<file path="src/rtl/svc_pkg.sv">
// ----------------------------------------------------------------------------
// svc_pkg - shared types and codes for the solenoid valve command controller
// State codes, register indexes, configuration and drive-state structs.
// ----------------------------------------------------------------------------
package svc_pkg;

  localparam int TIMER_BITS_DEF = 32;

  localparam int STATE_W = 4;
  localparam int DUTY_W  = 12;
  localparam int REG_IDX_W = 3;

  // valve state codes
  localparam logic [STATE_W-1:0] ST_CLOSED         = 4'd0;
  localparam logic [STATE_W-1:0] ST_OPEN           = 4'd1;
  localparam logic [STATE_W-1:0] ST_OPEN_CMD       = 4'd2;
  localparam logic [STATE_W-1:0] ST_CLOSE_CMD      = 4'd3;
  localparam logic [STATE_W-1:0] ST_OPEN_PROC      = 4'd4;
  localparam logic [STATE_W-1:0] ST_CLOSE_PROC     = 4'd5;
  localparam logic [STATE_W-1:0] ST_FIRE           = 4'd6;
  localparam logic [STATE_W-1:0] ST_BANG_OPEN_CMD  = 4'd7;
  localparam logic [STATE_W-1:0] ST_BANG_CLOSE_CMD = 4'd8;
  localparam logic [STATE_W-1:0] ST_BANG_OPEN_PROC = 4'd9;
  localparam logic [STATE_W-1:0] ST_BANGING_OPEN   = 4'd10;
  localparam logic [STATE_W-1:0] ST_BANGING_CLOSED = 4'd11;

  // register indexes (byte address = 4 * index)
  localparam logic [REG_IDX_W-1:0] REG_VALVE_TYPE     = 3'd0;
  localparam logic [REG_IDX_W-1:0] REG_FULL_DUTY_TIME = 3'd1;
  localparam logic [REG_IDX_W-1:0] REG_FULL_DUTY      = 3'd2;
  localparam logic [REG_IDX_W-1:0] REG_HOLD_DUTY      = 3'd3;
  localparam logic [REG_IDX_W-1:0] REG_FIRE_TIME      = 3'd4;

  // func field codes
  localparam logic FUNC_TICK    = 1'b0;
  localparam logic FUNC_COMMAND = 1'b1;

  localparam logic [DUTY_W-1:0] DUTY_FULL_SCALE = 12'hFFF;
  localparam logic [DUTY_W-1:0] FULL_DUTY_RST   = 12'd4095;

  typedef struct packed {
    logic               valve_type;
    logic [31:0]        full_duty_time;
    logic [DUTY_W-1:0]  full_duty;
    logic [DUTY_W-1:0]  hold_duty;
    logic signed [31:0] fire_time;
  } cfg_t;

  typedef struct packed {
    logic [STATE_W-1:0] cur;
    logic [STATE_W-1:0] prev;
    logic [DUTY_W-1:0]  duty;
    logic               drive;
  } vstate_t;

endpackage

</file>
<file path="src/rtl/svc_in_if.sv">
// ----------------------------------------------------------------------------
// svc_in_if - input item channel
// valid/ready handshake with tick/command payload.
// ----------------------------------------------------------------------------
interface svc_in_if;
  logic               valid;
  logic               ready;
  logic               func;
  logic [3:0]         command_state;
  logic signed [31:0] sequence_time;

  modport source (output valid, output func, output command_state,
                  output sequence_time, input ready);
  modport sink   (input valid, input func, input command_state,
                  input sequence_time, output ready);
endinterface

</file>
<file path="src/rtl/svc_out_if.sv">
// ----------------------------------------------------------------------------
// svc_out_if - result channel
// valid/ready handshake with valve state and coil drive payload.
// ----------------------------------------------------------------------------
interface svc_out_if;
  logic        valid;
  logic        ready;
  logic [3:0]  valve_state;
  logic [3:0]  prior_state;
  logic [11:0] pwm_duty;
  logic        drive_on;
  logic        state_changed;

  modport source (output valid, output valve_state, output prior_state,
                  output pwm_duty, output drive_on, output state_changed,
                  input ready);
  modport sink   (input valid, input valve_state, input prior_state,
                  input pwm_duty, input drive_on, input state_changed,
                  output ready);
endinterface

</file>
<file path="src/rtl/solenoid_valve_command_fsm_core.sv">
// Each input transaction is held in the input register, then the result register.
// Throughput: one transaction per cycle unless out_ch stalls; the state update
//   is one svc_step pass between the input register and the result/state registers.
// Reset (rst_n low, synchronous): valve at rest (closed), counter, duty and
//   drive cleared, registers at their defaults, both pipeline stages empty.
// ----------------------------------------------------------------------------
// solenoid_valve_command_fsm_core - peak-and-hold solenoid valve controller
// Tick and command transactions drive the valve state machine; each one
// returns the valve state, prior state and coil drive.
// ----------------------------------------------------------------------------
module solenoid_valve_command_fsm_core #(
  parameter int TIMER_BITS = svc_pkg::TIMER_BITS_DEF
) (
  input  logic        clk,
  input  logic        rst_n,
  svc_in_if.sink      in_ch,
  svc_out_if.source   out_ch,
  input  logic        cfg_psel,
  input  logic        cfg_penable,
  input  logic        cfg_pwrite,
  input  logic [4:0]  cfg_paddr,
  input  logic [31:0] cfg_pwdata,
  output logic [31:0] cfg_prdata,
  output logic        cfg_pready
);

  svc_pkg::cfg_t    cfg;
  logic             type_wr;

  // input stage
  logic               s1_valid_r;
  logic               s1_func_r;
  logic [3:0]         s1_cmd_r;
  logic signed [31:0] s1_seq_r;

  // controller state
  svc_pkg::vstate_t      st_r, st_nxt;
  logic [TIMER_BITS-1:0] elapsed_r, elapsed_nxt;
  logic                  moved;

  // result stage
  logic             out_valid_r;
  svc_pkg::vstate_t res_r;
  logic             res_moved_r;

  logic adv;      // input stage hands its transaction to the result stage
  logic s1_load;

  svc_cfg u_cfg (
    .clk     (clk),
    .rst_n   (rst_n),
    .psel    (cfg_psel),
    .penable (cfg_penable),
    .pwrite  (cfg_pwrite),
    .paddr   (cfg_paddr),
    .pwdata  (cfg_pwdata),
    .prdata  (cfg_prdata),
    .pready  (cfg_pready),
    .cfg     (cfg),
    .type_wr (type_wr)
  );

  svc_step #(.TIMER_BITS(TIMER_BITS)) u_step (
    .func          (s1_func_r),
    .command_state (s1_cmd_r),
    .sequence_time (s1_seq_r),
    .cfg           (cfg),
    .st            (st_r),
    .elapsed       (elapsed_r),
    .st_nxt        (st_nxt),
    .elapsed_nxt   (elapsed_nxt),
    .moved         (moved)
  );

  // result register frees whenever it is empty or being taken
  assign adv          = s1_valid_r && (!out_valid_r || out_ch.ready);
  assign in_ch.ready  = !s1_valid_r || adv;
  assign s1_load      = in_ch.valid && in_ch.ready;

  always_ff @(posedge clk) begin
    if (!rst_n) begin
      s1_valid_r <= 1'b0;
    end else if (s1_load) begin
      s1_valid_r <= 1'b1;
    end else if (adv) begin
      s1_valid_r <= 1'b0;
    end
  end

  always_ff @(posedge clk) begin
    if (s1_load) begin
      s1_func_r <= in_ch.func;
      s1_cmd_r  <= in_ch.command_state;
      s1_seq_r  <= in_ch.sequence_time;
    end
  end

  // State advances together with the result register. The user must write valve_type
  // only while idle (not enforced); it puts both states at the new rest position.
  always_ff @(posedge clk) begin
    if (!rst_n) begin
      st_r.cur   <= svc_pkg::ST_CLOSED;
      st_r.prev  <= svc_pkg::ST_CLOSED;
      st_r.duty  <= '0;
      st_r.drive <= 1'b0;
      elapsed_r  <= '0;
    end else if (type_wr) begin
      st_r.cur  <= cfg_pwdata[0] ? svc_pkg::ST_OPEN : svc_pkg::ST_CLOSED;
      st_r.prev <= cfg_pwdata[0] ? svc_pkg::ST_OPEN : svc_pkg::ST_CLOSED;
    end else if (adv) begin
      st_r      <= st_nxt;
      elapsed_r <= elapsed_nxt;
    end
  end

  always_ff @(posedge clk) begin
    if (!rst_n) begin
      out_valid_r <= 1'b0;
    end else if (adv) begin
      out_valid_r <= 1'b1;
    end else if (out_ch.ready) begin
      out_valid_r <= 1'b0;
    end
  end

  always_ff @(posedge clk) begin
    if (adv) begin
      res_r       <= st_nxt;
      res_moved_r <= moved;
    end
  end

  assign out_ch.valid         = out_valid_r;
  assign out_ch.valve_state   = res_r.cur;
  assign out_ch.prior_state   = res_r.prev;
  assign out_ch.pwm_duty      = res_r.duty;
  assign out_ch.drive_on      = res_r.drive;
  assign out_ch.state_changed = res_moved_r;

  // pull-in states always show full duty with the driver on
  a_pullin_drive: assert property (@(posedge clk) disable iff (!rst_n)
    (out_valid_r && (res_r.cur == svc_pkg::ST_OPEN_PROC ||
                     res_r.cur == svc_pkg::ST_BANG_OPEN_PROC ||
                     res_r.cur == svc_pkg::ST_CLOSE_PROC))
    |-> (res_r.duty == cfg.full_duty && res_r.drive))
    else $error("pull-in state without full duty drive");

  // banging open drives full scale
  a_bang_drive: assert property (@(posedge clk) disable iff (!rst_n)
    (out_valid_r && res_r.cur == svc_pkg::ST_BANGING_OPEN)
    |-> (res_r.duty == svc_pkg::DUTY_FULL_SCALE && res_r.drive))
    else $error("banging open without full-scale drive");

  // a transaction leaving the input stage always lands in the result stage
  a_no_drop: assert property (@(posedge clk) disable iff (!rst_n)
    adv |=> (out_valid_r && res_r.cur == $past(st_nxt.cur)))
    else $error("transaction lost between stages");

endmodule

</file>
<file path="src/rtl/svc_cfg.sv">
// ----------------------------------------------------------------------------
// svc_cfg - APB-style configuration register file
// Holds the five controller registers; flags a valve_type write.
// ----------------------------------------------------------------------------
module svc_cfg (
  input  logic                 clk,
  input  logic                 rst_n,
  input  logic                 psel,
  input  logic                 penable,
  input  logic                 pwrite,
  input  logic [4:0]           paddr,
  input  logic [31:0]          pwdata,
  output logic [31:0]          prdata,
  output logic                 pready,
  output svc_pkg::cfg_t        cfg,
  output logic                 type_wr
);

  svc_pkg::cfg_t                 cfg_r;
  logic [svc_pkg::REG_IDX_W-1:0] idx;
  logic                          wr;

  assign pready  = 1'b1;
  assign idx     = paddr[4:2];
  assign wr      = psel & penable & pwrite & pready;
  assign type_wr = wr && (idx == svc_pkg::REG_VALVE_TYPE);
  assign cfg     = cfg_r;

  always_ff @(posedge clk) begin
    if (!rst_n) begin
      cfg_r.valve_type     <= 1'b0;
      cfg_r.full_duty_time <= '0;
      cfg_r.full_duty      <= svc_pkg::FULL_DUTY_RST;
      cfg_r.hold_duty      <= '0;
      cfg_r.fire_time      <= '0;
    end else if (wr) begin
      case (idx)
        svc_pkg::REG_VALVE_TYPE:     cfg_r.valve_type     <= pwdata[0];
        svc_pkg::REG_FULL_DUTY_TIME: cfg_r.full_duty_time <= pwdata;
        svc_pkg::REG_FULL_DUTY:      cfg_r.full_duty      <= pwdata[11:0];
        svc_pkg::REG_HOLD_DUTY:      cfg_r.hold_duty      <= pwdata[11:0];
        svc_pkg::REG_FIRE_TIME:      cfg_r.fire_time      <= pwdata;
        default: ;
      endcase
    end
  end

  always_comb begin
    case (idx)
      svc_pkg::REG_VALVE_TYPE:     prdata = {31'd0, cfg_r.valve_type};
      svc_pkg::REG_FULL_DUTY_TIME: prdata = cfg_r.full_duty_time;
      svc_pkg::REG_FULL_DUTY:      prdata = {20'd0, cfg_r.full_duty};
      svc_pkg::REG_HOLD_DUTY:      prdata = {20'd0, cfg_r.hold_duty};
      svc_pkg::REG_FIRE_TIME:      prdata = cfg_r.fire_time;
      default:                     prdata = '0;
    endcase
  end

endmodule

</file>
<file path="src/rtl/svc_step.sv">
// ----------------------------------------------------------------------------
// svc_step - one controller step
// Next valve state, elapsed counter and coil drive for one item.
// ----------------------------------------------------------------------------
module svc_step #(
  parameter int TIMER_BITS = svc_pkg::TIMER_BITS_DEF
) (
  input  logic                   func,
  input  logic [3:0]             command_state,
  input  logic signed [31:0]     sequence_time,
  input  svc_pkg::cfg_t          cfg,
  input  svc_pkg::vstate_t       st,
  input  logic [TIMER_BITS-1:0]  elapsed,
  output svc_pkg::vstate_t       st_nxt,
  output logic [TIMER_BITS-1:0]  elapsed_nxt,
  output logic                   moved
);

  logic [TIMER_BITS-1:0] el_inc;
  logic                  pullin_done;
  logic [3:0]            cur_n;
  logic [3:0]            prev_n;

  // saturating tick count, compared after the increment
  assign el_inc      = (&elapsed) ? elapsed : elapsed + TIMER_BITS'(1);
  assign pullin_done = 32'(el_inc) >= cfg.full_duty_time;

  always_comb begin
    cur_n       = st.cur;
    prev_n      = st.prev;
    elapsed_nxt = elapsed;
    moved       = 1'b0;
    if (func == svc_pkg::FUNC_COMMAND) begin
      if (command_state <= svc_pkg::ST_BANGING_CLOSED) begin
        prev_n = st.cur;
        cur_n  = command_state;
        moved  = 1'b1;
      end
    end else begin
      elapsed_nxt = el_inc;
      case (st.cur)
        svc_pkg::ST_OPEN_CMD: begin
          if (st.prev != svc_pkg::ST_OPEN && st.prev != svc_pkg::ST_OPEN_PROC) begin
            elapsed_nxt = '0;
            prev_n = st.cur;
            cur_n  = cfg.valve_type ? svc_pkg::ST_OPEN : svc_pkg::ST_OPEN_PROC;
          end else begin
            cur_n = st.prev;
          end
          moved = 1'b1;
        end
        svc_pkg::ST_BANG_OPEN_CMD: begin
          if (st.prev != svc_pkg::ST_OPEN) begin
            elapsed_nxt = '0;
            prev_n = st.cur;
            cur_n  = cfg.valve_type ? svc_pkg::ST_OPEN : svc_pkg::ST_BANG_OPEN_PROC;
          end else begin
            cur_n = svc_pkg::ST_OPEN;
          end
          moved = 1'b1;
        end
        svc_pkg::ST_CLOSE_CMD: begin
          if (st.prev != svc_pkg::ST_CLOSED && st.prev != svc_pkg::ST_CLOSE_PROC) begin
            elapsed_nxt = '0;
            prev_n = st.cur;
            cur_n  = cfg.valve_type ? svc_pkg::ST_CLOSE_PROC : svc_pkg::ST_CLOSED;
          end else begin
            cur_n = st.prev;
          end
          moved = 1'b1;
        end
        svc_pkg::ST_BANG_CLOSE_CMD: begin
          if (st.prev != svc_pkg::ST_CLOSED) begin
            elapsed_nxt = '0;
            prev_n = st.cur;
            cur_n  = cfg.valve_type ? svc_pkg::ST_CLOSE_PROC
                                    : svc_pkg::ST_BANGING_CLOSED;
          end else begin
            cur_n = st.prev;
          end
          moved = 1'b1;
        end
        svc_pkg::ST_OPEN_PROC, svc_pkg::ST_BANG_OPEN_PROC,
        svc_pkg::ST_CLOSE_PROC: begin
          if (pullin_done) begin
            elapsed_nxt = '0;
            prev_n = st.cur;
            case (st.cur)
              svc_pkg::ST_OPEN_PROC:      cur_n = svc_pkg::ST_OPEN;
              svc_pkg::ST_BANG_OPEN_PROC: cur_n = svc_pkg::ST_BANGING_OPEN;
              default:                    cur_n = svc_pkg::ST_CLOSED;
            endcase
            moved = 1'b1;
          end
        end
        svc_pkg::ST_FIRE: begin
          if (sequence_time >= cfg.fire_time) begin
            cur_n = svc_pkg::ST_OPEN_CMD;
            moved = 1'b1;
          end
        end
        default: ;
      endcase
    end
  end

  // coil drive from the new state; command and fire states keep the last drive
  always_comb begin
    st_nxt.cur   = cur_n;
    st_nxt.prev  = prev_n;
    st_nxt.duty  = st.duty;
    st_nxt.drive = st.drive;
    case (cur_n)
      svc_pkg::ST_OPEN_PROC, svc_pkg::ST_BANG_OPEN_PROC,
      svc_pkg::ST_CLOSE_PROC: begin
        st_nxt.duty  = cfg.full_duty;
        st_nxt.drive = 1'b1;
      end
      svc_pkg::ST_CLOSED: begin
        st_nxt.duty  = cfg.valve_type ? cfg.hold_duty : '0;
        st_nxt.drive = cfg.valve_type;
      end
      svc_pkg::ST_OPEN: begin
        st_nxt.duty  = cfg.valve_type ? '0 : cfg.hold_duty;
        st_nxt.drive = ~cfg.valve_type;
      end
      svc_pkg::ST_BANGING_OPEN: begin
        st_nxt.duty  = svc_pkg::DUTY_FULL_SCALE;
        st_nxt.drive = 1'b1;
      end
      svc_pkg::ST_BANGING_CLOSED: begin
        st_nxt.duty  = '0;
        st_nxt.drive = 1'b0;
      end
      default: ;
    endcase
  end

endmodule
</file>
<file path="src/flat_wrapper.sv">
// flat-port wrapper written by rule: the top's interface ports become plain ports
module solenoid_valve_command_fsm_core_flat 
#(
  parameter int TIMER_BITS = svc_pkg::TIMER_BITS_DEF
)
  (clk, rst_n, cfg_psel, cfg_penable, cfg_pwrite, cfg_paddr, cfg_pwdata, cfg_prdata, cfg_pready, in_ch_valid, in_ch_func, in_ch_command_state, in_ch_sequence_time, in_ch_ready, out_ch_valid, out_ch_valve_state, out_ch_prior_state, out_ch_pwm_duty, out_ch_drive_on, out_ch_state_changed, out_ch_ready);
  svc_in_if in_ch_i ();
  svc_out_if out_ch_i ();
  input  logic clk;
  input  logic rst_n;
  input  logic cfg_psel;
  input  logic cfg_penable;
  input  logic cfg_pwrite;
  input  logic [4:0] cfg_paddr;
  input  logic [31:0] cfg_pwdata;
  output logic [31:0] cfg_prdata;
  output logic cfg_pready;
  input wire logic [$bits(in_ch_i.valid)-1:0] in_ch_valid;
  input wire logic [$bits(in_ch_i.func)-1:0] in_ch_func;
  input wire logic [$bits(in_ch_i.command_state)-1:0] in_ch_command_state;
  input wire logic [$bits(in_ch_i.sequence_time)-1:0] in_ch_sequence_time;
  output wire logic [$bits(in_ch_i.ready)-1:0] in_ch_ready;
  output wire logic [$bits(out_ch_i.valid)-1:0] out_ch_valid;
  output wire logic [$bits(out_ch_i.valve_state)-1:0] out_ch_valve_state;
  output wire logic [$bits(out_ch_i.prior_state)-1:0] out_ch_prior_state;
  output wire logic [$bits(out_ch_i.pwm_duty)-1:0] out_ch_pwm_duty;
  output wire logic [$bits(out_ch_i.drive_on)-1:0] out_ch_drive_on;
  output wire logic [$bits(out_ch_i.state_changed)-1:0] out_ch_state_changed;
  input wire logic [$bits(out_ch_i.ready)-1:0] out_ch_ready;
  assign in_ch_i.valid = in_ch_valid;
  assign in_ch_i.func = in_ch_func;
  assign in_ch_i.command_state = in_ch_command_state;
  assign in_ch_i.sequence_time = in_ch_sequence_time;
  assign in_ch_ready = in_ch_i.ready;
  assign out_ch_valid = out_ch_i.valid;
  assign out_ch_valve_state = out_ch_i.valve_state;
  assign out_ch_prior_state = out_ch_i.prior_state;
  assign out_ch_pwm_duty = out_ch_i.pwm_duty;
  assign out_ch_drive_on = out_ch_i.drive_on;
  assign out_ch_state_changed = out_ch_i.state_changed;
  assign out_ch_i.ready = out_ch_ready;
  solenoid_valve_command_fsm_core #(.TIMER_BITS(TIMER_BITS)) u_core (.clk(clk), .rst_n(rst_n), .in_ch(in_ch_i), .out_ch(out_ch_i), .cfg_psel(cfg_psel), .cfg_penable(cfg_penable), .cfg_pwrite(cfg_pwrite), .cfg_paddr(cfg_paddr), .cfg_pwdata(cfg_pwdata), .cfg_prdata(cfg_prdata), .cfg_pready(cfg_pready));
endmodule
</file>
<file path="config.mk">
export PLATFORM = sky130hd
export DESIGN_NAME = solenoid_valve_command_fsm_core_flat
export DESIGN_NICKNAME = d
export VERILOG_FILES = /design/src/rtl/svc_pkg.sv /design/src/rtl/svc_in_if.sv /design/src/rtl/svc_out_if.sv /design/src/rtl/solenoid_valve_command_fsm_core.sv /design/src/rtl/svc_cfg.sv /design/src/rtl/svc_step.sv /design/src/flat_wrapper.sv
export SDC_FILE = /design/constraint.sdc
export NUM_CORES = 1
export LEC_CHECK = 0
export ABC_AREA = 0
export BUFFER_PORTS_ARGS = -buffer_cell sky130_fd_sc_hd__buf_4
export CAP_MARGIN = 5
export CORE_UTILIZATION = 45
export DETAILED_ROUTE_END_ITERATION = 8
export PLACE_DENSITY = 0.74
export SLEW_MARGIN = 20
export SYNTH_ARGS = -nofsm -noshare
export SYNTH_HDL_FRONTEND = slang
export SYNTH_SLANG_ARGS = --single-unit
export TNS_END_PERCENT = 5
</file>
<file path="constraint.sdc">
create_clock -name clk -period 7.8 [get_ports clk]
set_input_delay 0.39 -clock clk [delete_from_list [all_inputs] [get_ports clk]]
set_output_delay 0.39 -clock clk [all_outputs]
set_load 0.05 [all_outputs]
</file>
=== After elaboration in Yosys (flattened, before gate mapping) ===
Index checks and enable logic that the tools add are counted.

* $add $sub $neg: 1
* Magnitude comparators: 3
* Equality and inequality tests: 21
* Mux-type cells: 45
* Bitwise logic cells: 5
* Reduce and logical (&&, ||, !) cells: 26

{| class="wikitable"
|+ Operator list
! cell !! number
|-
| case mux 32 bit (5 select lines) || 2
|-
| two-way mux 32 bit || 6
|-
| two-way mux 4 bit || 17
|-
| case mux 13 bit (5 select lines) || 1
|-
| greater-or-equal comparator 32 bit || 2
|-
| adder 32 x 1 -> 32 bit, second input constant || 1
|-
| AND reduction 32 bit || 1
|-
| == test 4 x 3 -> 1 bit, second input constant || 6
|-
| two-way mux 12 bit || 2
|-
| case mux 4 bit (6 select lines) || 1
|-
| two-way mux 21 bit || 1
|-
| == test 4 bit, second input constant || 5
|-
| case mux 4 bit (5 select lines) || 1
|-
| AND reduction 2 bit || 6
|-
| two-way mux 1 bit || 9
|-
| == test 4 x 2 -> 1 bit, second input constant || 2
|-
| two-way mux 8 bit || 1
|-
| != test 4 x 3 -> 1 bit, second input constant || 2
|-
| case mux 4 bit (2 select lines) || 1
|-
| == test 3 x 2 -> 1 bit, second input constant || 2
|-
| two-way mux 3 bit || 2
|-
| nonzero test 2 bit || 3
|-
| OR reduction 3 bit || 2
|-
| logical AND 1 bit || 5
|-
| 15 further kinds || 20
|}

* Flip-flop bits (word level): 203
* Input port bits: 81
* Output and inout port bits: 57
* Logic and storage cells: 121

=== Logic depth before layout (Yosys ltp) ===
Gate-level depths: netlist of the first run.

* Depth in word-level cells: 11
* Mapped depth: 21
* Gate-level depth less buffers: 19

=== Cells and area by module ===
A second synthesis of the first run with hierarchy kept.

* Cell total of the unflattened synthesis: 1394
* Area total of the unflattened synthesis: 12136.6 µm²

{| class="wikitable"
|+ Modules (own cells, without submodules)
! module !! instances !! cells an instance !! area each (µm²) !! seq. area each (µm²)
|-
| svc_cfg || 1 || 452 || 4111.4 || 1781.7
|-
| solenoid_valve_command_fsm_core || 1 || 305 || 4016.4 || 2872.8
|-
| svc_step || 1 || 637 || 4008.8 || 0.0
|}

=== Least setup slack after synthesis of the first run ===
Ideal clock, no wire load.

* Path kind: flip-flop to flip-flop
* Start: register u_core.elapsed_r[6]
* End: register u_core.res_r (netlist bit u_core.out_ch.pwm_duty[1]), data pin
* Setup time: 0.273 ns
* Arrival: 4.363 ns
* Data required time: 7.527 ns
* Path slack: 3.164 ns
* Stages on the path, launching flop included: 18
* Path buffers: 1
* Clock period less this slack: 4.636 ns
* Cell sequence: dfxtp_1 -> and4_1 -> nand4_1 -> nor4_1 -> nor2b_1 -> nand3_1 -> xnor2_1 -> ha_1 -> a41o_1 -> a21oi_1 -> nor4_1 -> or4_4 -> o41ai_4 -> a31oi_4 -> xnor2_1 -> buf_2 -> a32oi_1 -> a22oi_1

{| class="wikitable"
|+ RTL lines
! what !! RTL line !! RTL
|-
| start: declaration || solenoid_valve_command_fsm_core.sv:38 || <nowiki>logic [TIMER_BITS-1:0] elapsed_r, elapsed_nxt;</nowiki>
|-
| start signal: assignment || solenoid_valve_command_fsm_core.sv:112 || <nowiki>elapsed_r <= elapsed_nxt;</nowiki>
|-
| end signal: assignment || solenoid_valve_command_fsm_core.sv:128 || <nowiki>res_r <= st_nxt;</nowiki>
|-
| end: declaration || solenoid_valve_command_fsm_core.sv:43 || <nowiki>svc_pkg::vstate_t res_r;</nowiki>
|}

=== Final worst setup path of the first run ===
* Start: register u_core.elapsed_r[6]
* End: register u_core.st_r[12] (netlist name)

* Cells in the longest elaborated chain, start to end: 9
* Elaborated cells between the ends (all ways): 16
* Classes of those cells: 1 x add/sub; 1 x order compare; 6 x eq/ne; 5 x mux; 3 x reduce/logical

{| class="wikitable"
|+ RTL lines
! what !! RTL line !! RTL
|-
| adder 32 x 1 -> 32 bit / AND reduction 32 bit (equally long branches) || svc_step.sv:25 || <nowiki>assign el_inc = (&elapsed) ? elapsed : elapsed + TIMER_BITS'(1);</nowiki>
|-
| two-way mux 32 bit (*) || svc_step.sv:25 ||
|-
| greater-or-equal comparator 32 bit (*) || svc_step.sv:26 || <nowiki>assign pullin_done = 32'(el_inc) >= cfg.full_duty_time;</nowiki>
|-
| two-way mux 4 bit (*) || svc_step.sv:85 || <nowiki>if (pullin_done) begin</nowiki>
|-
| case mux 4 bit (6 select lines) (*) || svc_step.sv:41 || <nowiki>case (st.cur)</nowiki>
|-
| two-way mux 4 bit (*) || svc_step.sv:33 || <nowiki>if (func == svc_pkg::FUNC_COMMAND) begin</nowiki>
|-
| == test 4 x 3 -> 1 bit / == test 4 bit (equally long branches) || svc_step.sv:113 || <nowiki>case (cur_n)</nowiki>
|-
| OR reduction 3 bit || svc_step.sv:113 ||
|-
| case mux 13 bit (5 select lines) (*) || svc_step.sv:113 ||
|-
| end signal: assignment || solenoid_valve_command_fsm_core.sv:111 || <nowiki>st_r <= st_nxt;</nowiki>
|-
| end: declaration || solenoid_valve_command_fsm_core.sv:37 || <nowiki>svc_pkg::vstate_t st_r, st_nxt;</nowiki>
|}

Mark *: on every way between the ends. The rest lies on a longest branch, timed or not.
A chain may end at the register's enable or synchronous reset.

==> results of run 1 <==
[cell usage after synthesis (all sizes together), types with 18 or more instances]
master / instances
nor2: 65
o21ai: 52
a22oi: 61
nand4: 21
ha: 65
clkbuf: 70
nand2: 283
dfxtp: 144
nor2b: 18
a21oi: 45
inv: 88
xnor2: 23
a21boi: 89
edfxtp: 59
nand3: 62
[layout by cell type, fill, tap and decap left out, types with 18 or more instances in the layout]
cell	instances
nand2_1	282
buf_4	145
dfxtp_1	144
a21boi_0	88
inv_1	86
ha_1	65
nor2_1	64
nand3_1	62
edfxtp_1	59
o21ai_0	52
a22oi_1	51
a21oi_1	45
xnor2_1	23
clkbuf_16	23
nand4_1	21
nor2b_1	18
[cell type report]
cell class | count | area [um^2] | share of cell area (%)
Clock buffer | 29 | 628.1 | 4.739
Clock inverter | 12 | 170.2 | 1.284
Inverter | 90 | 337.8 | 2.549
Multi-Input combinational cell | 959 | 5968 | 45.03
Sequential cell | 203 | 4654 | 35.12
Tap cell | 324 | 405.4 | 3.059
Timing Repair Buffer | 145 | 1089 | 8.214
[critical path: cells and delay by family (launching register included)]
kind,cells,cell delay (ps)
DFF,1,430
xor gates and xnor gates,1,170
adders and majority gates,1,310
and+or+nand+nor,9,3300
AOI/OAI and AO/OA,6,2090
[metal layers]
layer  vias to the layer above  share of wire, %  GRT usage [%]
met4                         0               4.0          9.091
met2                       387                47          40.40
li1                       4854                 -              -
met1                      4693                42          30.56
met5                         -                 0              0
met3                        71               6.8          2.970
[power breakdown]
| part | leakage (nW) | internal [mW] | switching [mW] | total [mW] |
|---|---|---|---|---|
| registers | 1.73 | 1.13 | 0.0234 | 1.15 |
| clock network | 0.381 | 0.702 | 0.438 | 1.14 |
| logic | 2.85 | 0.127 | 0.234 | 0.362 |
| total | 4.97 | 1.96 | 0.695 | 2.65 |
[how the worst min path moves through the flow]
stage	slack, ps	cells after the start	start	to
after floorplan	440	2	u_core.elapsed_r[13]	u_core.elapsed_r[13]
after global placement	450	2	u_core.st_r[12]	u_core.st_r[12]
after detailed placement	450	2	u_core.st_r[12]	u_core.st_r[12]
after CTS	40	1	in_ch_sequence_time[1]	u_core.s1_seq_r[1]
after global routing	40	1	in_ch_sequence_time[10]	u_core.s1_seq_r[10]
final	50	1	in_ch_command_state[0]	u_core.s1_cmd_r[0]
[cell families (layout without fill, tap and decap cells)]
logic type | after synthesis | count (layout) | synth area share (%)
muxes | 4 | 4 | 0.4761
adders and majority gates | 65 | 65 | 7.197
DFF | 203 | 203 | 41.19
and+or+nand+nor | 529 | 529 | 21.44
AOI/OAI and AO/OA | 324 | 324 | 20.78
xor gates and xnor gates | 36 | 36 | 2.790
buffers and inverters | 174 | 276 | 6.090
other | 1 | 1 | 0.03319
[sequential cells by signal, indices dropped and copies added (netlist names)]
register,count
u_core.out_ch.prior_state,4
u_core.s1_seq_r,32
u_core.out_ch.state_changed,1
u_core.s1_cmd_r,4
u_core.s1_func_r,1
u_core.u_cfg.cfg,89
u_core.out_ch.pwm_duty,12
u_core.out_ch.valid,1
u_core.elapsed_r,32
u_core.s1_valid_r,1
u_core.st_r,21
u_core.out_ch.drive_on,1
u_core.out_ch.valve_state,4
[per-stage QoR]
| stage | cell area, um^2 | total power [mW] | setup WS, ps | std cells | utilization, % |
|---|---|---|---|---|---|
| floorplan | 11300 | 1.414 | 3164 | 1336 | - |
| global placement | 12450 | 1.528 | 1585 | 1721 | 50.90 |
| detailed placement | 12450 | 1.533 | 1426 | 1721 | 50.90 |
| CTS | 13250 | 2.665 | 1420 | 1762 | 54.17 |
| global route | 13250 | 2.737 | 908.6 | 1762 | 54.18 |
| finish | 13250 | 2.655 | 1359 | 1762 | 54.18 |
==> results.json, run 1 <==
{
  "outcome": "finished clean",
  "cts_setup_buffers": 0,
  "wl_per_cell_um": 17.45,
  "async_flop_share_pct": 0,
  "worstSetupPathType": "reg -> reg",
  "post_cts_resized": 0,
  "path_max_fanout": 13,
  "grt_usage_pct": 23.72,
  "root_buffer": "clkbuf_16",
  "fin_crit_ps": 6441,
  "rsz0062_at_grt": "no",
  "timing.critical_path.to": "u_core.st_r[12]",
  "finClkSkew_ps": 13.50,
  "fmax_mhz": 155.2,
  "area_growth_pct": 17.28,
  "final_antenna_net_count": 0,
  "crit_required_ps": 8160,
  "timing.hold.ws_ps": 54.86,
  "first_global_vias": 9659,
  "clock_latency_ps": 510,
  "synth_flop_cell": "dfxtp_1",
  "ioPinCount": 138,
  "finalSetupViolCount": 0,
  "hold_viol": 0,
  "port_buffers": 134,
  "clkSinkCount": 203,
  "seq_area_frac_synth_pct": 41.19,
  "routed_via_density": 5.678,
  "min_path_type": "in -> reg",
  "drt_pre_antenna_iters": 5,
  "die_w_um": 160.5,
  "yosysWarnings": 0,
  "startpoint": "u_core.elapsed_r[6]",
  "die_height_um": 160.5,
  "crit_chain": "and4_1, nand4_1, nor4_1, a21oi_1, nand4_1, nor2_1, xor2_1, ha_1, nand4_1, or4_1, a21o_1, a31oi_4, or2_1, a31oi_4, o22ai_1, and2_1, a22oi_1",
  "start_kind": "register",
  "gp_congestion": 0.9111,
  "critPathMaxStageDelay_ps": 790,
  "start_util_pct": 46.19,
  "drt_iter0_markers": 807,
  "drive_gt1_share_pct": 15.23,
  "irDropWorstVdd_uv": 150.3,
  "leakage_nw": 4.970,
  "nets": 1568,
  "drc": 0,
  "worst-r2r-cell-count": 17,
  "cts_buffers": 23,
  "slew_violations": 0,
  "cp_common_cell": "nand4_1",
  "setup_tns_ps": 0,
  "diodes": 0,
  "syn_nets": 1482,
  "end_kind": "register",
  "max_cap_violations": 0,
  "clockBufferDepth": 3,
  "slew_headroom_pct": 26.39,
  "worstPathArrival_ps": 6800,
  "cts_max_level": 1,
  "dieArea_um2": 25750,
  "grt_pass1_wl_um": 49550,
  "syn_inst": 1336,
  "fin_crit_sh_pct": 82.58,
  "regToRegEndpoint": "u_core.st_r[12]",
  "rrSetupSlack_ps": 1360,
  "routed_wirelength_um": 30750,
  "synth_edf_count": 59,
  "clk_pin_slew_ps": 60,
  "num_rows": 57,
  "routed-via-count": 10005,
  "tightest_slew_ps": 1100,
  "grt_max_degree": 77,
  "avgSynthCellArea_um2": 8.458,
  "overflow": 0,
  "yosys.area.top_type": "dfxtp_1",
  "netlist_area_um2": 11300,
  "power_density_nw_per_um2": 200.3,
  "synth_top_area_share_pct": 25.51,
  "synth_cell_types": 79,
  "post-dp-hpwl_um": 22080,
  "ys_ff_latch": 203,
  "cts_tree": "built",
  "slowest_stage": "o22ai_1",
  "postCtsHoldBufs": 0,
  "r2r_start": "u_core.elapsed_r[6]",
  "grt_antenna_before_repair": 0,
  "core_area_um2": 24460,
  "synth_area_leaders": "dfxtp_1 (26%), edfxtp_1 (16%), nand2_1 (9.4%)",
  "n_fill_cell": 2279
}
Power figures use the tool's default switching activity.
==> run 2: changes to the inputs <==
--- a/config.mk
+++ b/config.mk
@@ -5,7 +5,7 @@
 export SDC_FILE = /design/constraint.sdc
 export NUM_CORES = 1
 export LEC_CHECK = 0
-export ABC_AREA = 0
+export ABC_AREA = 1
 export BUFFER_PORTS_ARGS = -buffer_cell sky130_fd_sc_hd__buf_4
 export CAP_MARGIN = 5
 export CORE_UTILIZATION = 45
==> constraint.sdc (replaced) <==
create_clock -name clk -period 5.95 [get_ports clk]
set_input_delay 0.2975 -clock clk [delete_from_list [all_inputs] [get_ports clk]]
set_output_delay 0.2975 -clock clk [all_outputs]
set_load 0.05 [all_outputs]
==> run 2 against run 1 <==
  * Non-clock buffer count up 34
  * Maximum frequency up 23%
  * Combinational power up 19%
  * Synthesized cell count up 11%
  * Flip-flop and latch count unchanged
  * Power up 22%
  * Register-to-register slack worse by 650 ps
  * Clock power up 14%
  * Wire length down 1.2%
  * Via count up 4.1%
  * Die area down 1.9%
  * Critical endpoint is now u_core.out_ch.drive_on
==> results.json, run 2 <==
{
  "fin_crit_ps": 5243,
  "layout_commonest_cell": "nand2_1",
  "synth_flop_cell": "dfxtp_1",
  "drive_gt1_share_pct": 12.22,
  "routed_wirelength_um": 30370,
  "nets": 1768,
  "yosysMostFrequentCell": "nand2_1",
  "syn_inst": 1483,
  "netlist_area_um2": 11080,
  "area_growth_pct": 20.29,
  "tightest_slew_ps": 1071,
  "overflow": 0,
  "clockBufferDepth": 3,
  "largest_reg_flops": 89,
  "root_buffer": "clkbuf_16",
  "ys_ff_latch": 203,
  "p_seq_share_pct": 46.3,
  "cp_common_cell": "nand2_1",
  "gp_congestion": 0.8885,
  "max_cap_violations": 0,
  "final_cell_mix": "nand2_1 (302), inv_1 (185), a21oi_1 (164), dfxtp_1 (144), buf_4 (142)",
  "async_flop_share_pct": 0,
  "postCtsHoldBufs": 37,
  "final_antenna_net_count": 0,
  "final_util_pct": 54.96,
  "avgSynthCellArea_um2": 7.471,
  "core_area_um2": 24250,
  "rsz0062_at_grt": "no",
  "first_global_vias": 9645,
  "crit_required_ps": 6210,
  "diodes": 0,
  "start_kind": "register",
  "intPower_mw": 2.374,
  "finalSetupViolCount": 0,
  "setup_tns_ps": 0,
  "routed-via-count": 10412,
  "irDropWorstVdd_uv": 226.6,
  "n_fill_cell": 2293,
  "drt_iter0_markers": 874,
  "die_height_um": 158.9,
  "grt_antenna_before_repair": 0,
  "slew_violations": 0,
  "cts_tree": "built",
  "grt_pass1_wl_um": 48690,
  "clkSinkCount": 203,
  "ioPinCount": 138,
  "drt_pre_antenna_iters": 5,
  "finalInstanceArea_um2": 13330,
  "slew_headroom_pct": 28.61,
  "clkPwrFrac_pct": 40.3,
  "synth_cell_types": 48,
  "post_cts_resized": 0,
  "grt_usage_pct": 23.59,
  "leakage_nw": 5.757,
  "drc": 0,
  "cts_setup_buffers": 0,
  "hold_viol": 0,
  "end_kind": "register",
  "die_w_um": 158.9,
  "postPlaceCellArea_um2": 12280,
  "p_sw_share_pct": 26.61,
  "critPathMaxStageDelay_ps": 380,
  "fmax_mhz": 190.7,
  "power_density_nw_per_um2": 242.7,
  "path_max_fanout": 16,
  "worstPathArrival_ps": 5500,
  "multi_input_area_um2": 5408,
  "dieArea_um2": 25250,
  "wl_per_cell_um": 15.49,
  "fin_crit_sh_pct": 88.12,
  "post-dp-hpwl_um": 22130,
  "outcome": "finished clean",
  "synth_top_area_share_pct": 26.02,
  "cts_max_level": 1,
  "syn_nets": 1629,
  "slowest_stage": "dfxtp_1",
  "worstSetupPathType": "reg -> reg",
  "start_util_pct": 45.69,
  "yosys.area.top_type": "dfxtp_1",
  "seq_area_frac_synth_pct": 42.01,
  "cts_buffers": 23,
  "grt_max_degree": 91,
  "min_path_type": "in -> reg",
  "seq_area_um2": 4654,
  "clock_latency_ps": 510,
  "num_rows": 57,
  "finClkSkew_ps": 16.03,
  "comb_power_share_pct": 13.3,
  "post_synth_most_frequent_cells": "nand2_1 (302), inv_1 (185), a21oi_1 (164)",
  "routed_via_density": 5.310,
  "p_switching_uw": 860.8,
  "clk_pin_slew_ps": 60,
  "yosysWarnings": 0,
  "synth_edf_count": 59,
  "port_buffers": 134,
  "synth_area_leaders": "dfxtp_1 (26%), edfxtp_1 (16%), nand2_1 (10%)"
}
## run 2: area by class of cell
cell class	instances	area share, %
well taps	324	3.042
inverters	198	5.576
multi-input cells	1017	40.57
clock buffers	31	4.778
clock inverters	9	0.3286
repair buffers	179	10.78
flip-flops and latches	203	34.92
## run 2: final timing paths
| kind | from | to | slack [ps] | cells after the start |
|---|---|---|---|---|
| setup / recovery | u_core.elapsed_r[3] | u_core.out_ch.drive_on | 710 | 32 |
| hold / removal | cfg_pwdata[11] | u_core.u_cfg.cfg[55] | 30 | 3 |
| hold reg to reg | u_core.u_cfg.cfg[80] | u_core.u_cfg.cfg[80] | 490 | 2 |
| setup reg to reg | u_core.elapsed_r[3] | u_core.out_ch.drive_on | 710 | 32 |
## run 2: metal layers
metal | GRT usage [%] | vias to the layer above | part of all wire (%) | wire [um]
met5 | 0 | - | 0 | 0
met4 | 7.692 | 0 | 2.9 | 872
met3 | 4.781 | 51 | 7.3 | 2222
met2 | 39.73 | 361 | 47 | 14300
met1 | 30.20 | 4760 | 43 | 12980
li1 | - | 5240 | - | -
## run 2: kinds of logic (layout without fill, tap and decap cells)
logic type | after synthesis | after routing | synth area share (%)
simple gates | 599 | 599 | 23.26
fa+ha+maj | 65 | 65 | 7.340
compound gates | 328 | 328 | 16.24
buf+inv | 263 | 417 | 9.204
xor+xnor | 23 | 23 | 1.818
other cells | 1 | 1 | 0.03385
mux | 1 | 1 | 0.09035
flops | 203 | 203 | 42.01
## run 2: power groups by stage
stage                     Sequential (mW)  Clock, mW  Combinational, mW
after floorplan                      1.56          0              0.245
after global placement               1.53          0              0.399
after detailed placement             1.53          0              0.407
after CTS                            1.50       1.31              0.428
after global routing                 1.50       1.37              0.474
final                                1.50       1.30              0.432
## run 2: per-stage QoR
stage	power, mW	instances	hold slack, ps	setup WS [ps]
floorplan	1.805	1483	396.4	1940
global placement	1.927	1884	471.8	803.2
detailed placement	1.936	1884	475.8	781.3
CTS	3.242	1961	19.75	743.0
global route	3.347	1961	39.00	148.8
finish	3.234	1961	34.18	707.1
## run 2: worst max-delay path: cells and delay by family (launching register included)
family | cells | cell delay (ps)
compound gates | 2 | 350
fa+ha+maj | 1 | 270
buf+inv | 4 | 430
flops | 1 | 380
simple gates | 25 | 3560
==> run 3: changes to the inputs <==
--- a/config.mk
+++ b/config.mk
@@ -9,6 +9,7 @@
 export BUFFER_PORTS_ARGS = -buffer_cell sky130_fd_sc_hd__buf_4
 export CAP_MARGIN = 5
 export CORE_UTILIZATION = 45
+export CTS_BUF_LIST = sky130_fd_sc_hd__clkbuf_2 sky130_fd_sc_hd__clkbuf_4 sky130_fd_sc_hd__clkbuf_8
 export DETAILED_ROUTE_END_ITERATION = 8
 export PLACE_DENSITY = 0.74
 export SLEW_MARGIN = 20
==> run 3 against run 2 <==
  * Clock power about the same
  * Non-clock buffer count up 10
  * Maximum frequency hardly changed
  * Die area did not move
  * Core utilization increased by 0.58 points
  * Power up 0.55%
  * Clock skew grew 2.9 ps
  * Critical endpoint unchanged
==> results.json, run 3 (same netlist as run 2, synthesis figures left out) <==
{
  "start_kind": "register",
  "min_to": "u_core.u_cfg.cfg[50]",
  "root_buffer": "clkbuf_8",
  "tightest_slew_ps": 1059,
  "routed_via_density": 5.289,
  "dp_cells": 1884,
  "drt_pre_antenna_iters": 5,
  "grt_busiest_layer": "met2",
  "nets": 1790,
  "largest_reg_flops": 89,
  "first_global_vias": 9842,
  "grt_antenna_before_repair": 0,
  "die_w_um": 158.9,
  "fin_crit_ps": 5247,
  "clkSinkCount": 203,
  "critPathMaxStageDelay_ps": 380,
  "grt_usage_pct": 24.23,
  "die_height_um": 158.9,
  "end_kind": "register",
  "port_buffers": 134,
  "final_antenna_net_count": 0,
  "path_buf_inv": 4,
  "post-place-ws_ps": 781.3,
  "worst-r2r-cell-count": 32,
  "post_cts_resized": 0,
  "cts_setup_buffers": 0,
  "gp_congestion": 0.8885,
  "irDropWorstVdd_uv": 160.6,
  "area_growth_pct": 21.56,
  "fin_cells": 1992,
  "start_util_pct": 45.69,
  "grt_pass1_wl_um": 49820,
  "n_fill_cell": 2306,
  "cts_buffers": 35,
  "finClkSkew_ps": 18.94,
  "global_route.usage.met2_pct": 40.85,
  "worstPathArrival_ps": 5540,
  "routed-via-count": 10536,
  "num_rows": 57,
  "power_density_nw_per_um2": 241.5,
  "fmax_mhz": 190.6,
  "drt_iter0_markers": 797,
  "r2r_start": "u_core.elapsed_r[3]",
  "crit_required_ps": 6240,
  "setup_tns_ps": 0,
  "ioPinCount": 138,
  "outcome": "finished clean",
  "slowest_stage": "dfxtp_1",
  "slew_violations": 0,
  "setup_ws_ps": 702.8,
  "grt_max_degree": 91,
  "rsz0062_at_grt": "no",
  "fin_crit_sh_pct": 88.19,
  "grt_use_met1_pct": 30.58,
  "slew_headroom_pct": 29.43,
  "post-dp-hpwl_um": 22130,
  "path_max_fanout": 16,
  "core_area_um2": 24250,
  "hold_viol": 0,
  "power_mw": 3.252,
  "final_cell_mix": "nand2_1 (302), inv_1 (185), a21oi_1 (164), dfxtp_1 (144), buf_4 (142)",
  "regToRegEndpoint": "u_core.out_ch.drive_on",
  "hold_path_depth": 3,
  "critPathTopFamily": "simple AND/OR/NAND/NOR gates",
  "worstSetupPathType": "reg -> reg",
  "clockBufferDepth": 3,
  "layout_commonest_cell": "nand2_1",
  "dieArea_um2": 25250,
  "cp_common_cell": "nand2_1",
  "rrSetupSlack_ps": 700,
  "cts_max_level": 2,
  "cts_tree": "built",
  "met3_usage_pct": 5.355,
  "routed_wirelength_um": 31030,
  "overflow": 0,
  "max_cap_violations": 0,
  "wl_per_cell_um": 15.58,
  "drive_gt1_share_pct": 13.67,
  "clock_latency_ps": 540,
  "min_path_type": "in -> reg",
  "clk_pin_slew_ps": 60,
  "postCtsHoldBufs": 47,
  "diodes": 0,
  "drc": 0,
  "finalSetupViolCount": 0,
  "leakage_nw": 5.846,
  "worstHoldStart": "cfg_pwdata[6]"
}
[run 3: worst max path at each step]
stage	start	to	depth (start not counted)
after floorplan	u_core.elapsed_r[2]	u_core.out_ch.pwm_duty[0]	32
after CTS	u_core.elapsed_r[3]	u_core.st_r[5]	32
after detailed placement	u_core.elapsed_r[3]	u_core.out_ch.drive_on	32
after global placement	u_core.elapsed_r[2]	u_core.out_ch.drive_on	32
after global routing	u_core.elapsed_r[3]	u_core.st_r[11]	33
final	u_core.elapsed_r[3]	u_core.out_ch.drive_on	32
[run 3: power breakdown]
group / internal (mW) / total, mW / switching, mW / leakage (nW)
Sequential: 1.48 / 1.50 / 0.0230 / 1.74
Clock: 0.748 / 1.31 / 0.567 / 0.388
Combinational: 0.155 / 0.438 / 0.283 / 3.72
[run 3: per-stage QoR]
step / hold WS [ps] / util [%] / area [um^2]
6_report: 26.51 / 55.54 / 13470
5_1_grt: 36.73 / 55.54 / 13470
4_1_cts: 9.283 / 55.54 / 13470
3_5_place_dp: 475.8 / 50.63 / 12280
3_3_place_gp: 471.8 / 50.63 / 12280
2_1_floorplan: 396.4 / - / 11080
[run 3: tightest hold or removal path, delay by kind of cell]
| family | cells | cell delay (ps) |
|---|---|---|
| AND/OR/NAND/NOR | 2 | 110 |
| buffers and inverters | 1 | 120 |
[run 3: layer usage]
layer / wire length [um] / vias to the layer above
met5: 0 / -
met4: 757 / 0
met3: 2308 / 52
met2: 14700 / 348
met1: 13270 / 4851
li1: - / 5285
[run 3: area by class of cell]
type / count / area [um^2] / share of cell area (%)
clock inverters: 2 / 8.758 / 0.06503
inverters: 198 / 743.2 / 5.518
clock buffers: 59 / 711.9 / 5.286
well taps: 324 / 405.4 / 3.010
flip-flops and latches: 203 / 4654 / 34.56
multi-input cells: 1017 / 5408 / 40.15
repair buffers: 189 / 1536 / 11.41
